File: src/rtl/tln_pkg.sv
// ----------------------------------------------------------------------------
// tln_pkg
// Shared types and constants of the text line detab normalizer.
// ----------------------------------------------------------------------------
package tln_pkg;

    // Character codes
    localparam logic [7:0] CH_CR       = 8'h0D;
    localparam logic [7:0] CH_LF       = 8'h0A;
    localparam logic [7:0] CH_TAB      = 8'h09;
    localparam logic [7:0] CH_EOF      = 8'h1A;
    localparam logic [7:0] CH_SPACE    = 8'h20;
    localparam logic [7:0] CH_QUESTION = 8'h3F;
    localparam logic [7:0] CH_CTRL_MAX = 8'h1F;

    // Tab width field and its clamp limits
    localparam int unsigned TW_BITS = 5;
    localparam logic [TW_BITS-1:0] TW_MIN = 5'd1;
    localparam logic [TW_BITS-1:0] TW_MAX = 5'd16;

    // Configuration register indexes
    localparam int unsigned CFG_IDX_BITS = 2;
    localparam logic [CFG_IDX_BITS-1:0] CFG_CHAR_MASK    = 2'd0;
    localparam logic [CFG_IDX_BITS-1:0] CFG_TAB_WIDTH    = 2'd1;
    localparam logic [CFG_IDX_BITS-1:0] CFG_KEEP_CONTROL = 2'd2;

    // Sequencer states
    typedef enum logic [2:0] {
        ST_IDLE,
        ST_CHAR,
        ST_CLOSE,
        ST_END,
        ST_DIV,
        ST_SPACE
    } tln_state_t;

    // Remainder unit result
    typedef struct packed {
        logic               done;
        logic [TW_BITS-1:0] rem;
    } tln_div_res_t;

endpackage

File: src/rtl/tln_tab_rem.sv
// ----------------------------------------------------------------------------
// tln_tab_rem
// Iterative remainder unit: column modulo tab width, one bit per cycle.
// ----------------------------------------------------------------------------
module tln_tab_rem #(
    parameter int unsigned CW = 8
) (
    input  logic                        clk,
    input  logic                        rst_n,
    input  logic                        start,
    input  logic [CW-1:0]               dividend,
    input  logic [tln_pkg::TW_BITS-1:0] divisor,
    output tln_pkg::tln_div_res_t       res
);
    import tln_pkg::*;

    localparam int unsigned IW = (CW > 1) ? $clog2(CW) : 1;

    logic               active_reg, active_next;
    logic               done_reg, done_next;
    logic [IW-1:0]      idx_reg, idx_next;
    logic [TW_BITS-1:0] rem_reg, rem_next;
    logic [TW_BITS-1:0] trial;

    // Shift in the next dividend bit, subtract when it fits
    assign trial = {rem_reg[TW_BITS-2:0], dividend[idx_reg]};

    always_comb
    begin
        active_next = active_reg;
        done_next   = 1'b0;
        idx_next    = idx_reg;
        rem_next    = rem_reg;
        if (start)
        begin
            active_next = 1'b1;
            idx_next    = IW'(CW - 1);
            rem_next    = '0;
        end
        else if (active_reg)
        begin
            rem_next = (trial >= divisor) ? (trial - divisor) : trial;
            if (idx_reg == '0)
            begin
                active_next = 1'b0;
                done_next   = 1'b1;
            end
            else
            begin
                idx_next = idx_reg - 1'b1;
            end
        end
    end

    always_ff @(posedge clk or negedge rst_n)
    begin
        if (!rst_n)
        begin
            active_reg <= 1'b0;
            done_reg   <= 1'b0;
        end
        else
        begin
            active_reg <= active_next;
            done_reg   <= done_next;
        end
    end

    always_ff @(posedge clk)
    begin
        idx_reg <= idx_next;
        rem_reg <= rem_next;
    end

    assign res.done = done_reg;
    assign res.rem  = rem_reg;

`ifndef NO_ASSERTIONS
    // Remainder always below the divisor once a run completes
    a_rem_range: assert property (@(posedge clk) disable iff (!rst_n)
        done_reg |-> (rem_reg < divisor))
        else $error("tab remainder not below tab width");

    // Done only follows an active run
    a_done_after_run: assert property (@(posedge clk) disable iff (!rst_n)
        done_next |-> active_reg)
        else $error("remainder done without an active run");

    // No restart while a run is in progress
    a_no_restart: assert property (@(posedge clk) disable iff (!rst_n)
        active_reg |-> !start)
        else $error("remainder unit restarted while busy");
`endif

endmodule

File: src/rtl/text_line_detab_normalizer.sv
// ----------------------------------------------------------------------------
// text_line_detab_normalizer
// Turns a raw file byte stream into normalized line characters with marks.
// ----------------------------------------------------------------------------
// One input byte is taken while the sequencer is idle, then the block is busy
// until all results of that byte are loaded into the output register. A
// printable or control byte, CR and an end mark each load one result, LF
// loads none, and a split at the line limit adds a line end. A tab first runs
// the bit-serial remainder unit over the CW = $clog2(LINE_LIMIT) column bits
// to find the column modulo the tab width, then loads its spaces, one per
// cycle while the output does not stall. After the file end every byte is
// taken and dropped.
// ----------------------------------------------------------------------------
module text_line_detab_normalizer #(
    parameter int unsigned LINE_LIMIT = 256
) (
    input  logic                             clk,
    input  logic                             rst_n,
    // Input bytes
    input  logic                             s_axis_tvalid,
    output logic                             s_axis_tready,
    input  logic [7:0]                       s_axis_tdata,  // [7:0] data_byte
    input  logic [1:0]                       s_axis_tuser,  // [0] input_end, [1] read_error
    // Results
    output logic                             m_axis_tvalid,
    input  logic                             m_axis_tready,
    output logic [7:0]                       m_axis_tdata,  // [7:0] out_char
    output logic [2:0]                       m_axis_tuser,  // [0] line_end, [1] file_end,
                                                            // [2] failed
    output logic                             m_axis_tlast,  // last
    // Configuration writes
    input  logic                             cfg_valid,
    output logic                             cfg_ready,
    input  logic [tln_pkg::CFG_IDX_BITS-1:0] cfg_index,
    input  logic [7:0]                       cfg_data
);
    import tln_pkg::*;

    localparam int unsigned CW = $clog2(LINE_LIMIT);
    localparam logic [CW-1:0] COL_MAX = CW'(LINE_LIMIT - 1);

    // Configuration registers
    logic [7:0]         char_mask_reg;
    logic [TW_BITS-1:0] tab_width_reg;
    logic               keep_control_reg;

    // Sequencer and line state
    tln_state_t         state_reg, state_next;
    logic [CW-1:0]      column_reg, column_next;
    logic               finished_reg, finished_next;
    logic               no_line_reg, no_line_next;
    logic [7:0]         char_reg, char_next;
    logic               fail_reg, fail_next;
    logic [TW_BITS-1:0] cnt_reg, cnt_next;

    // Output register
    logic               m_valid_reg;
    logic [7:0]         m_char_reg;
    logic               m_le_reg, m_fe_reg, m_fl_reg, m_last_reg;

    // Result being emitted this cycle
    logic               emit;
    logic [7:0]         e_char;
    logic               e_le, e_fe, e_fl, e_last;
    logic               div_start;

    // Decode helpers
    logic               in_acc;
    logic               slot_free;
    logic [7:0]         masked;
    logic               is_print;
    logic [CW-1:0]      col_plus;
    logic               col_hit;
    logic [TW_BITS-1:0] tw_eff;
    tln_div_res_t       div_res;

    assign s_axis_tready = (state_reg == ST_IDLE);
    assign in_acc        = s_axis_tvalid && s_axis_tready;
    assign slot_free     = !m_valid_reg || m_axis_tready;
    assign masked        = s_axis_tdata & char_mask_reg;
    assign is_print      = masked > CH_CTRL_MAX;
    assign col_plus      = column_reg + 1'b1;
    assign col_hit       = (col_plus == COL_MAX);
    assign cfg_ready     = 1'b1;

    // Tab width clamped to its legal range
    always_comb
    begin
        if (tab_width_reg < TW_MIN)
            tw_eff = TW_MIN;
        else if (tab_width_reg > TW_MAX)
            tw_eff = TW_MAX;
        else
            tw_eff = tab_width_reg;
    end

    tln_tab_rem #(
        .CW (CW)
    ) u_tab_rem (
        .clk      (clk),
        .rst_n    (rst_n),
        .start    (div_start),
        .dividend (column_reg),
        .divisor  (tw_eff),
        .res      (div_res)
    );

    // Next state
    always_comb
    begin
        state_next = state_reg;
        case (state_reg)
            ST_IDLE:
            begin
                if (in_acc && !finished_reg)
                begin
                    if (s_axis_tuser[1] || s_axis_tuser[0])
                        state_next = ST_END;
                    else if (is_print)
                        state_next = ST_CHAR;
                    else if (s_axis_tdata == CH_CR)
                        state_next = ST_CLOSE;
                    else if (s_axis_tdata == CH_LF)
                        state_next = ST_IDLE;
                    else if (s_axis_tdata == CH_TAB)
                        state_next = ST_DIV;
                    else if (s_axis_tdata == CH_EOF)
                        state_next = ST_END;
                    else
                        state_next = ST_CHAR;
                end
            end
            ST_CHAR:
            begin
                if (slot_free)
                    state_next = col_hit ? ST_CLOSE : ST_IDLE;
            end
            ST_CLOSE:
            begin
                if (slot_free)
                    state_next = ST_IDLE;
            end
            ST_END:
            begin
                if (slot_free)
                    state_next = ST_IDLE;
            end
            ST_DIV:
            begin
                if (div_res.done)
                    state_next = ST_SPACE;
            end
            ST_SPACE:
            begin
                if (slot_free && (col_hit || cnt_reg == TW_MIN))
                    state_next = col_hit ? ST_CLOSE : ST_IDLE;
            end
            default:
            begin
                state_next = ST_IDLE;
            end
        endcase
    end

    // Results and datapath updates
    always_comb
    begin
        emit          = 1'b0;
        e_char        = '0;
        e_le          = 1'b0;
        e_fe          = 1'b0;
        e_fl          = 1'b0;
        e_last        = 1'b0;
        div_start     = 1'b0;
        column_next   = column_reg;
        finished_next = finished_reg;
        no_line_next  = no_line_reg;
        char_next     = char_reg;
        fail_next     = fail_reg;
        cnt_next      = cnt_reg;
        case (state_reg)
            ST_IDLE:
            begin
                if (in_acc && !finished_reg)
                begin
                    fail_next = s_axis_tuser[1];
                    if (is_print)
                        char_next = masked;
                    else if (keep_control_reg)
                        char_next = s_axis_tdata;
                    else
                        char_next = CH_QUESTION;
                    div_start = !s_axis_tuser[1] && !s_axis_tuser[0] && !is_print
                                && (s_axis_tdata == CH_TAB);
                end
            end
            ST_CHAR:
            begin
                if (slot_free)
                begin
                    emit        = 1'b1;
                    e_char      = char_reg;
                    e_last      = !col_hit;
                    column_next = col_plus;
                end
            end
            ST_CLOSE:
            begin
                if (slot_free)
                begin
                    emit         = 1'b1;
                    e_le         = 1'b1;
                    e_last       = 1'b1;
                    column_next  = '0;
                    no_line_next = 1'b0;
                end
            end
            ST_END:
            begin
                if (slot_free)
                begin
                    emit          = 1'b1;
                    e_le          = (column_reg != '0) || no_line_reg;
                    e_fe          = 1'b1;
                    e_fl          = fail_reg;
                    e_last        = 1'b1;
                    column_next   = '0;
                    no_line_next  = 1'b0;
                    finished_next = 1'b1;
                end
            end
            ST_DIV:
            begin
                if (div_res.done)
                    cnt_next = tw_eff - div_res.rem;
            end
            ST_SPACE:
            begin
                if (slot_free)
                begin
                    emit        = 1'b1;
                    e_char      = CH_SPACE;
                    e_last      = !col_hit && (cnt_reg == TW_MIN);
                    column_next = col_plus;
                    cnt_next    = cnt_reg - 1'b1;
                end
            end
            default:
            begin
                emit = 1'b0;
            end
        endcase
    end

    // Control registers
    always_ff @(posedge clk or negedge rst_n)
    begin
        if (!rst_n)
        begin
            state_reg        <= ST_IDLE;
            column_reg       <= '0;
            finished_reg     <= 1'b0;
            no_line_reg      <= 1'b1;
            m_valid_reg      <= 1'b0;
            char_mask_reg    <= 8'hFF;
            tab_width_reg    <= 5'd8;
            keep_control_reg <= 1'b0;
        end
        else
        begin
            state_reg    <= state_next;
            column_reg   <= column_next;
            finished_reg <= finished_next;
            no_line_reg  <= no_line_next;
            if (emit)
                m_valid_reg <= 1'b1;
            else if (m_axis_tready)
                m_valid_reg <= 1'b0;
            // Configuration writes
            if (cfg_valid && cfg_ready)
            begin
                case (cfg_index)
                    CFG_CHAR_MASK:    char_mask_reg    <= cfg_data;
                    CFG_TAB_WIDTH:    tab_width_reg    <= cfg_data[TW_BITS-1:0];
                    CFG_KEEP_CONTROL: keep_control_reg <= cfg_data[0];
                    default:          keep_control_reg <= keep_control_reg;
                endcase
            end
        end
    end

    // Payload registers
    always_ff @(posedge clk)
    begin
        char_reg <= char_next;
        fail_reg <= fail_next;
        cnt_reg  <= cnt_next;
        if (emit)
        begin
            m_char_reg <= e_char;
            m_le_reg   <= e_le;
            m_fe_reg   <= e_fe;
            m_fl_reg   <= e_fl;
            m_last_reg <= e_last;
        end
    end

    assign m_axis_tvalid = m_valid_reg;
    assign m_axis_tdata  = m_char_reg;
    assign m_axis_tuser  = {m_fl_reg, m_fe_reg, m_le_reg};
    assign m_axis_tlast  = m_last_reg;

`ifndef NO_ASSERTIONS
    // Column never passes the split point; it sits there only until the close
    a_col_range: assert property (@(posedge clk) disable iff (!rst_n)
        column_reg <= COL_MAX)
        else $error("column passed the line limit");

    // Once the file is finished it stays finished
    a_finished_sticky: assert property (@(posedge clk) disable iff (!rst_n)
        finished_reg |=> finished_reg)
        else $error("finished flag dropped");

    // A file end result is always the last of its byte
    a_fe_last: assert property (@(posedge clk) disable iff (!rst_n)
        (m_axis_tvalid && m_axis_tuser[1]) |-> m_axis_tlast)
        else $error("file end result without last");

    // Failed is only reported on the file end result
    a_fail_fe: assert property (@(posedge clk) disable iff (!rst_n)
        (m_axis_tvalid && m_axis_tuser[2]) |-> m_axis_tuser[1])
        else $error("failed without file end");

    // A result is never loaded over one that is still waiting
    a_no_overwrite: assert property (@(posedge clk) disable iff (!rst_n)
        emit |-> slot_free)
        else $error("result overwritten in output register");
`endif

endmodule

File: config.mk
export PLATFORM = sky130hd
export DESIGN_NAME = text_line_detab_normalizer
export DESIGN_NICKNAME = d
export VERILOG_FILES = /design/src/rtl/tln_pkg.sv /design/src/rtl/tln_tab_rem.sv /design/src/rtl/text_line_detab_normalizer.sv
export SDC_FILE = /design/constraint.sdc
export NUM_CORES = 1
export LEC_CHECK = 0
export ABC_AREA = 1
export BUFFER_PORTS_ARGS = -buffer_cell sky130_fd_sc_hd__buf_2
export CAP_MARGIN = 30
export CORE_UTILIZATION = 35
export CTS_BUF_LIST = sky130_fd_sc_hd__clkbuf_2 sky130_fd_sc_hd__clkbuf_4 sky130_fd_sc_hd__clkbuf_8
export DETAILED_ROUTE_END_ITERATION = 7
export GPL_TIMING_DRIVEN = 1
export MAX_ROUTING_LAYER = met4
export PLACE_DENSITY = 0.56
export SYNTH_ARGS = -nofsm -noshare
export SYNTH_HDL_FRONTEND = slang
export SYNTH_HIERARCHICAL = 1
export SYNTH_SLANG_ARGS = --single-unit
File: constraint.sdc
create_clock -name clk -period 2.1 [get_ports clk]
set_clock_uncertainty 0.15 [all_clocks]
set_input_delay 0.105 -clock clk [delete_from_list [all_inputs] [get_ports clk]]
set_output_delay 0.105 -clock clk [all_outputs]
set_load 0.01 [all_outputs]
==> impl_results.md, run 1 <==
- Worst reg2reg path depth: 10
- Die width: around 110 um
- WL met1: 3990 um
- DR vias: 3,258
- Worst R2R End: cnt_reg[4]
- Ranking of synthesized cells by area: edfxtp_1 21%, dfrtp_1 13%, nand2_1 11%
- Drt pass-1 iters: 4
- Via-to-Cell Ratio: approximately 4.6
- Min Tclk post-route: 2200 ps
- Worst min-delay path category: in -> reg
- Worst-path clk slew: roughly 80 ps
- Congestion Overflow GR: 0
- Worst Setup End Kind: register
- #FFs+latches synth: between 60 and 70
- Sequential area share after synthesis: 0.453
- Synthesized area: 0.00376 mm^2
- Final worst path period share: 1.05
- Crit Path Max Fanout: 4
- Max Buffers Root-to-Sink: 2
- Routed WL per cell: approximately 12 um
- CTS Sinks: 64
- Post-DP Area: 0.00433 mm^2
- Fmax: 0.455 GHz
- Final setup fails: 8
- Hold path cells: 5
- Die Footprint: roughly 0.011 mm^2
- I/O pins: 40
- CP Class: reg -> reg
- Hold_sp: s_axis_tuser[0]
- Die Span Y: 106 um
- Yosys warning count: 6
- Syn Area/Cell: 8.13 um^2
- Largest net degree at the start of global routing: 31
- Outcome: finished, violations left
- Max-cap viol count: 0
- Area share of the largest cell type after synthesis: 0.208
- Final WS setup: -99.6 ps
- Post-Route WL: between 8000 and 9000 um
- DRC Markers: 0
- Leak: 2.28 nW
- Top cell by count, worst path: nand2_1
- Hpwl dp: 6010 um
- Worst slew pin tran: 724 ps
- Num CTS Buffers: 9
- CTS tree: built
- Nets@finish: 603
- Final hold vios: 0
- DR top layer: met4
- Root Driver: clkbuf_8
- Worst skew pair latency: 350 ps
- Worst Hold End: state_reg[0]
- Leading area contributor after synthesis: edfxtp_1
- Max Slew Vio Count: 0
- Share of layout cells above drive strength 1: 0.276
- Post-Syn Instances: 463
- Rel. slew slack: 0.517
- Dpl ws: -176 ps
- Routed wl met2: 3970 um
- Number of H-tree levels: 3
- Row cnt: 37
- RSZ-0062 raised after global routing: yes
- DRT iter0 DRCs: ~100
- Global-route wire length before repair: 14,300 um
- Req. time, crit path: 2050 ps
- Number of port buffers: 38
- Synth-to-Final Area Change: 31.2%
- Yosys cell types: 40
- Antenna cells: 0
- Flop2flop setup slack: -100 ps
- EDFF count, synth: 26
- Pwr dens: approximately 1300 mW/mm^2
- Startpoint Class: register
- Initial antenna violation count: 0
- DR WL met3: 306 um
- Post-synth ARST share: 0.469
- Core area: 0.0104 mm^2
- R2R Path Start: tab_width_reg[3]
- Syn_nets: 506
- Cell chain of the critical path: nor4_4, nor2_2, nor2_4, buf_4, fa_2, nand3_2, nand2_1, xor2_1, nand2_1, o21ai_1
- Tot GR Track Use: 0.167
- Data arrival time of the critical path: between 2000 and 2500 ps
- Prevailing post-synth register cell: edfxtp_1
- Post-route cell area: 0.00493 mm^2
- Peak supply drop: between 0.0007 and 0.0008 V
- Initial Utilization: 0.363
- CP peak stage delay: 560 ps
- Final Wtd Congestion: 0.853
- Post-DRT Antenna Nets: 0
- CP max-delay cell: dfstp_2
- Failing checks: setup timing
- Vias in the first global route: 3,178
## cells by family (layout without fill, tap and decap cells)
family	after synthesis	after routing	share of synthesized area
AO/OA/AOI/OAI	61	61	0.0981
XOR/XNOR	6	6	0.0140
buffers and inverters	92	194	0.0981
other	1	1	0.000997
multiplexers	3	3	0.00898
flip-flops	64	64	0.453
AND/OR/NAND/NOR	218	218	0.263
adder cells (fa/ha/maj)	18	18	0.0639
## Yosys cell counts (3+ instances only)
| cell | number |
|---|---|
| mux2_2 | 3 |
| nor2_2 | 4 |
| nand4_1 | 3 |
| nor4_1 | 3 |
| nor2_4 | 3 |
| dfstp_2 | 10 |
| nand2_2 | 3 |
| o22ai_1 | 4 |
| xor2_1 | 3 |
| dfrtp_1 | 20 |
| o21ai_2 | 3 |
| buf_4 | 5 |
| nand2_4 | 5 |
| nand3b_1 | 6 |
| dfxtp_1 | 8 |
| a21oi_1 | 8 |
| nand3_1 | 30 |
| buf_2 | 4 |
| edfxtp_1 | 26 |
| nor2_1 | 46 |
| inv_2 | 3 |
| nor3_1 | 5 |
| xnor2_1 | 3 |
| nand2_1 | 108 |
| ha_1 | 16 |
| o21ai_0 | 33 |
| inv_1 | 77 |
## where the power goes
part	switching, mW	leakage, nW	internal (mW)
clock	0.531	0.108	0.682
sequential	0.233	0.673	1.77
combinational	1.75	1.50	1.30
total	2.51	2.28	3.75
## worst max-delay path by stage
| stage | from | cells after the start | endpoint | slack, ps |
|---|---|---|---|---|
| after floorplan | tab_width_reg[1] | 13 | u_tab_rem/rem_reg[1] | -90 |
| after global placement | tab_width_reg[3] | 10 | cnt_reg[4] | -150 |
| after detailed placement | tab_width_reg[3] | 10 | cnt_reg[4] | -180 |
| after CTS | tab_width_reg[1] | 13 | u_tab_rem/rem_reg[1] | -130 |
| after global routing | tab_width_reg[1] | 9 | cnt_reg[3] | -200 |
| final | tab_width_reg[3] | 10 | cnt_reg[4] | -100 |
## critical path, delay by kind of cell (launching register included)
kind / cells / cell delay [ps]
AND/OR/NAND/NOR: 6 / 510
AO/OA/AOI/OAI: 1 / 60
flip-flops: 1 / 560
XOR/XNOR: 1 / 140
adder cells (fa/ha/maj): 1 / 390
buffers and inverters: 1 / 140
## routing by layer
| layer | vias up | track usage |
|---|---|---|
| met1 | 1494 | 0.203 |
| met3 | 17 | 0.0334 |
| met2 | 72 | 0.277 |
| met4 | 0 | 0.0546 |
| li1 | 1675 | - |
| met5 | - | - |
## area by class of cell
class,count,area [um^2]
multi-input cells,307,1840
well taps,136,170
flip-flops and latches,64,1710
inverters,81,304
clock buffers,9,124
repair buffers,97,688
clock inverters,7,104
fillers,1014,5440
## through the flow
step	TNS, ps	hold slack, ps	cells	utilization	power [mW]
finish	-541	54.6	701	0.476	6.26
global route	-1460	99.0	701	0.476	6.79
CTS	-716	52.1	700	0.470	6.16
detailed placement	-1030	70.9	660	0.417	4.71
global placement	-672	64.7	660	0.417	4.66
floorplan	-263	-341	463	-	3.85
## what timing repair did
item,in CTS,in global routing
hold endpoints to repair,45,0
setup endpoints to repair,8,9
buffers inserted,2,1
resized for setup,18,14
hold buffers,22,0
pin swaps,16,11
## placed cells by master (no fill, tap or decap), drive strengths merged, types with 3 or more instances in the layout
master | netlist | final
ha | 16 | 16
buf | 9 | 75
nor3 | 5 | 5
dfrtp | 20 | 20
nand3 | 32 | 32
nor4 | 3 | 3
nand2 | 116 | 116
nand3b | 6 | 6
dfxtp | 8 | 8
nor2 | 53 | 53
a21oi | 12 | 12
o21ai | 38 | 38
nand4 | 3 | 3
mux2 | 3 | 3
edfxtp | 26 | 26
xnor2 | 3 | 3
o22ai | 4 | 4
xor2 | 3 | 3
dfstp | 10 | 10
dlygate4sd3 | 0 | 22
inv | 80 | 82
clkbuf | 2 | 9
Power figures use the tool's default switching activity.
==> run 2, diff against run 1 <==
CORE_MARGIN = 5   (was default)
==> run 2 against run 1 <==
- the run still ends with setup timing left
- first-iteration DRC count is 39% higher
- sequential share of layout area is 0.44 points lower
- critical path type unchanged
- non-clock buffer count is 1 lower
==> impl_results.md, run 2 (synthesis results as in run 1) <==
- CP max-delay cell: dfrtp_1
- Worst skew pair latency: between 300 and 400 ps
- CP Class: reg -> reg
- Hold_ws: about 70 ps
- RSZ-0062 raised after global routing: yes
- Via-to-Cell Ratio: 4.63
- Post-DRT Antenna Nets: 0
- Worst-path clk slew: 70 ps
- CTS Sinks: 64
- Initial Utilization: 0.361
- Flop2flop setup slack: -130 ps
- Max Buffers Root-to-Sink: 2
- Antenna cells: 0
- Final Wtd Congestion: approximately 0.87
- Min Tclk post-route: 2230 ps
- Post-Route WL: approximately 8700 um
- Root Driver: clkbuf_8
- Final setup fails: 8
- Crit Path Max Fanout: 6
- Failing checks: setup timing
- Max Slew Vio Count: 0
- Peak supply drop: between 0.0008 and 0.0009 V
- Data arrival time of the critical path: approximately 2300 ps
- Post-route cell area: about 0.005 mm^2
- Fmax: 0.449 GHz
- Fill count: 985
- Pwr dens: 1290 mW/mm^2
- Tot GR Track Use: 0.146
- Dpl cells: between 600 and 700
- Die Footprint: 0.0129 mm^2
- Final total power: 6.45 mW
- Setup crit start: tab_width_reg[2]
- DR vias: 3,243
- Global-route wire length before repair: 14,800 um
- Cell chain of the critical path: nor4_4, nor2_2, nor2_4, inv_2, ha_4, nand2_4, nor2_4, a21oi_4, nand2_4, nand2_1, nand2_1, o21ai_1, inv_1
- Number of port buffers: 38
- CP peak stage delay: between 400 and 500 ps
- Post-DP Area: 0.00432 mm^2
- Top delay family on crit path: simple AND/OR/NAND/NOR gates
- Outcome: finished, violations left
- Nets@finish: between 600 and 700
- Initial antenna violation count: 0
- Synth-to-Final Area Change: 32.8%
- Vias in the first global route: 3,189
- TNS Setup: -668 ps
- Row cnt: 37
- Worst R2R End: u_tab_rem/rem_reg[1]
- Worst reg2reg path depth: 13
- Rel. slew slack: 0.502
- Max-cap viol count: 0
- Most common cell after layout, fill and taps aside: nand2_1
- R2R Path Start: tab_width_reg[2]
- Req. time, crit path: 2180 ps
- Die width: 114 um
- DRT iter0 DRCs: about 140
- Core area: between 0.01 and 0.015 mm^2
- Hpwl dp: approximately 6200 um
- Leak: 2.29 nW
- Worst min-delay path category: in -> reg
- Num CTS Buffers: 9
- Worst slew pin tran: 748 ps
- Number of H-tree levels: 3
- I/O pins: 40
- Startpoint Class: register
- Worst Setup End Kind: register
- Finished Layout Cells: 700
- Routed WL per cell: 12.5 um
- Final WS setup: -127 ps
- Drt pass-1 iters: 4
- Largest net degree at the start of global routing: 31
- Final worst path period share: 1.06
- CTS tree: built
- Worst path buffer plus inverter count: 2
- DRC Markers: 0
- Die Span Y: 114 um
- Worst path depth: 13
- Final hold vios: 0
- Share of layout cells above drive strength 1: 0.296
- Most frequent cells in the layout: 100 x nand2_1, 73 x inv_1, 41 x nor2_1, 38 x buf_2, 34 x buf_4
- Congestion Overflow GR: 0
- Crit path to: u_tab_rem/rem_reg[1]
-- run 2: worst reg2reg max path: stages, from the launching register on --
cell and delay [ps]:
dfrtp_1 410, nor4_4 330, nor2_2 90, nor2_4 160, inv_2 60, ha_4 230
nand2_4 60, nor2_4 50, a21oi_4 160, nand2_4 110, nand2_1 80, nand2_1 50
o21ai_1 140, inv_1 40
-- run 2: area by class of cell --
cell class                 count  area (um^2)  share of cell area
sequential                    64         1710               0.341
clock inverter                 7          110              0.0220
tap                          136          170              0.0341
timing repair buffer          96          688               0.138
multi-input combinational    307         1890               0.379
clock buffer                   9          124              0.0248
inverter                      81          304              0.0609
-- run 2: what timing repair did --
item,CTS,global route
pin swaps,16,20
endpoints found under the setup margin,9,9
hold endpoints to repair,45,0
setup buffers,1,3
gates resized for setup,24,24
hold buffers,22,0
-- run 2: how the worst min path moves through the flow --
stage | startpoint | endpoint | slack [ps] | cells past startpoint
detailed placement | rst_n | keep_control_reg | 50 | 1
floorplan | rst_n | column_reg[0] | -340 | 0
global route | s_axis_tuser[0] | state_reg[0] | 90 | 5
finish | s_axis_tuser[0] | state_reg[0] | 70 | 5
CTS | s_axis_tuser[0] | state_reg[0] | 60 | 5
global placement | rst_n | tab_width_reg[0] | 50 | 1
-- run 2: power breakdown --
part           switching, mW  internal (mW)  total [mW]
Sequential             0.228           1.77        2.00
Combinational           1.85           1.35        3.20
Clock                  0.471          0.778        1.25
-- run 2: through the flow --
step,util,worst slack [ps]
after floorplan,-,-93.8
after global placement,0.415,-162
after detailed placement,0.415,-207
after CTS,0.470,-139
after global routing,0.480,-280
final,0.480,-127
-- run 2: per-layer routing --
layer | vias up | track usage | share of wire
li1 | 1676 | - | -
met1 | 1489 | 0.180 | 0.46
met2 | 61 | 0.236 | 0.48
met3 | 17 | 0.0271 | 0.037
met4 | 0 | 0.0633 | 0.025
met5 | - | - | 0
==> run 3, diff against run 2 <==
ABC_AREA = default   (was 1)
==> run 3 against run 2 <==
- the flow still finishes with violations (setup timing)
- worst setup slack lost 270 ps
- largest cell class unchanged
- non-clock buffer count increased by 9
- synthesized cell count is 27% lower
- final cell count down 17%
- total power fell by 28%
- worst hold slack worse by 55 ps
- fmax down 11%
- die area fell by 4.4%
==> impl_results.md, run 3 <==
- Worst Hold End: state_reg[2]
- Min Tclk post-route: around 2500 ps
- Utilization after layout: 0.465
- I/O pins: 40
- Pwr dens: 990 mW/mm^2
- Worst min-delay path category: in -> reg
- Data arrival time of the critical path: between 2000 and 3000 ps
- Post-synth ARST share: 0.469
- Share of layout cells above drive strength 1: 0.365
- Ranking of synthesized cells by area: edfxtp_1 22%, dfrtp_1 14%, dfstp_2 7.3%
- #FFs+latches synth: 64
- Nets@finish: 482
- Dpl ws: -523 ps
- Largest net degree at the start of global routing: 31
- Leak: ~2 nW
- Peak supply drop: between 0.0003 and 0.0004 V
- EDFF count, synth: 26
- Worst R2R End: u_tab_rem/rem_reg[1]
- Sequential area share after synthesis: 0.476
- RSZ-0062 raised after global routing: yes
- Rel. slew slack: 0.519
- Final worst path period share: 1.19
- Flop2flop setup slack: -400 ps
- Worst-path clk slew: about 70 ps
- Post-Route WL: 7530 um
- Worst Setup End Kind: register
- Number of H-tree levels: 3
- Area share of the largest cell type after synthesis: 0.218
- Congestion Overflow GR: 0
- Initial antenna violation count: 0
- Die Span Y: 111 um
- Synthesized area: 0.00358 mm^2
- Row cnt: 37
- Max Slew Vio Count: 0
- CTS Sinks: 64
- Post-DP Area: 0.00421 mm^2
- Prevailing post-synth register cell: edfxtp_1
- Most frequent cells in the layout: 46 x buf_4, 38 x buf_2, 26 x edfxtp_1, 24 x nand2_1, 23 x nor2_1
- Cell chain of the critical path: mux4_2, mux2i_4, ha_4, fa_1, or4b_4, o311ai_2
- Vias in the first global route: 2,717
- CP max-delay cell: mux4_2
- Synth top cells by count: 26 x edfxtp_1, 25 x nand2_1, 24 x nor2_1
- Initial Utilization: 0.353
- Syn Area/Cell: 10.7 um^2
- Syn_nets: roughly 380
- Die width: 111 um
- Hpwl dp: around 5500 um
- DR vias: approximately 2,800
- Number of port buffers: 38
- CP peak stage delay: approximately 500 ps
- Routed WL per cell: 13.0 um
- CTS tree: built
- Num CTS Buffers: 9
- Worst slew pin tran: 722 ps
- Antenna cells: 0
- Max-cap viol count: 0
- Max Buffers Root-to-Sink: 2
- Drt pass-1 iters: 4
- Core area: 0.0101 mm^2
- Root Driver: clkbuf_8
- CP Class: reg -> reg
- Startpoint Class: register
- DRC Markers: 0
- Yosys warning count: 6
- Synth-to-Final Area Change: 31.7%
- Via-to-Cell Ratio: approximately 4.8
- Die Footprint: about 0.012 mm^2
- R2R Path Start: column_reg[3]
- Post-Syn Instances: between 300 and 400
- Tot GR Track Use: 0.130
- Leading area contributor after synthesis: edfxtp_1
- Final WS setup: -397 ps
- Failing checks: setup timing
- Most common cell after layout, fill and taps aside: buf_4
- DRT iter0 DRCs: ~110
- Req. time, crit path: 2210 ps
- Final setup fails: 9
- Count leader, synth: edfxtp_1
- Crit Path Max Fanout: 2
- Post-route cell area: 0.00471 mm^2
- Global-route wire length before repair: 12,700 um
- Hold_sp: s_axis_tdata[2]
- Hold path cells: 3
- Yosys cell types: 66
- Final hold vios: 0
- Fmax: about 0.40 GHz
- Outcome: finished, violations left
- Worst reg2reg path depth: 6
- Final Wtd Congestion: 0.818
- Post-DRT Antenna Nets: 0
- Worst skew pair latency: 340 ps
## run 3: routing by layer
| layer | track usage | vias up | routed length (um) |
|---|---|---|---|
| met5 | - | - | 0 |
| met4 | 0.0470 | 0 | 122 |
| li1 | - | 1407 | - |
| met2 | 0.206 | 50 | 3620 |
| met1 | 0.166 | 1290 | 3490 |
| met3 | 0.0251 | 12 | 302 |
## run 3: kinds of logic (layout without fill, tap and decap cells)
| logic type | Yosys count | in the layout | synth area share |
|---|---|---|---|
| flip-flops | 64 | 64 | 0.476 |
| multiplexers | 18 | 18 | 0.0622 |
| XOR/XNOR | 14 | 14 | 0.0343 |
| AND/OR/NAND/NOR | 120 | 120 | 0.187 |
| AO/OA/AOI/OAI | 67 | 67 | 0.126 |
| buffers and inverters | 34 | 142 | 0.0465 |
| other | 1 | 1 | 0.00105 |
| adder cells (fa/ha/maj) | 18 | 18 | 0.0671 |
## run 3: through the flow
stage               setup TNS (ps)  hold slack [ps]  cells  power [mW]
floorplan                    -1110             -341    336        3.00
global placement             -3010             59.7    541        3.61
detailed placement           -3140             55.6    541        3.64
CTS                          -2240             10.5    580        4.64
global route                 -2920             36.0    580        5.01
finish                       -1960             14.4    580        4.67
## run 3: how the worst max path moves through the flow
stage | from | to | depth (start not counted)
2_1_floorplan | column_reg[5] | u_tab_rem/rem_reg[1] | 6
3_3_place_gp | u_tab_rem/idx_reg[0] | u_tab_rem/rem_reg[1] | 6
3_5_place_dp | u_tab_rem/idx_reg[0] | u_tab_rem/rem_reg[1] | 6
4_1_cts | u_tab_rem/idx_reg[0] | u_tab_rem/rem_reg[1] | 6
5_1_grt | column_reg[0] | u_tab_rem/rem_reg[1] | 6
6_report | column_reg[3] | u_tab_rem/rem_reg[1] | 6
## run 3: timing repair
action,in CTS,in global routing
endpoints found under the hold margin,42,0
hold buffers,20,0
pin swaps,11,11
setup buffers,3,0
endpoints found under the setup margin,10,13
gates resized for setup,5,20
## run 3: worst max-delay path, delay by kind of cell (launching register included)
family,cells,cell delay (ps)
adder cells (fa/ha/maj),2,580
flip-flops,1,380
multiplexers,2,720
AND/OR/NAND/NOR,1,500
AO/OA/AOI/OAI,1,80
## run 3: layout make-up
type	instances	area, um^2
Clock buffer	9	124
Clock inverter	7	46.3
Timing Repair Buffer	105	747
Multi-Input combinational cell	238	1840
Sequential cell	64	1710
Inverter	21	78.8
Tap cell	136	170
Fill cell	980	5420
## run 3: report_power, final
| group | total, mW | internal [mW] | switching (mW) | leakage, nW |
|---|---|---|---|---|
| registers | 1.77 | 1.65 | 0.120 | 0.673 |
| logic | 1.97 | 0.941 | 1.03 | 1.27 |
| clock network | 0.924 | 0.427 | 0.496 | 0.0851 |
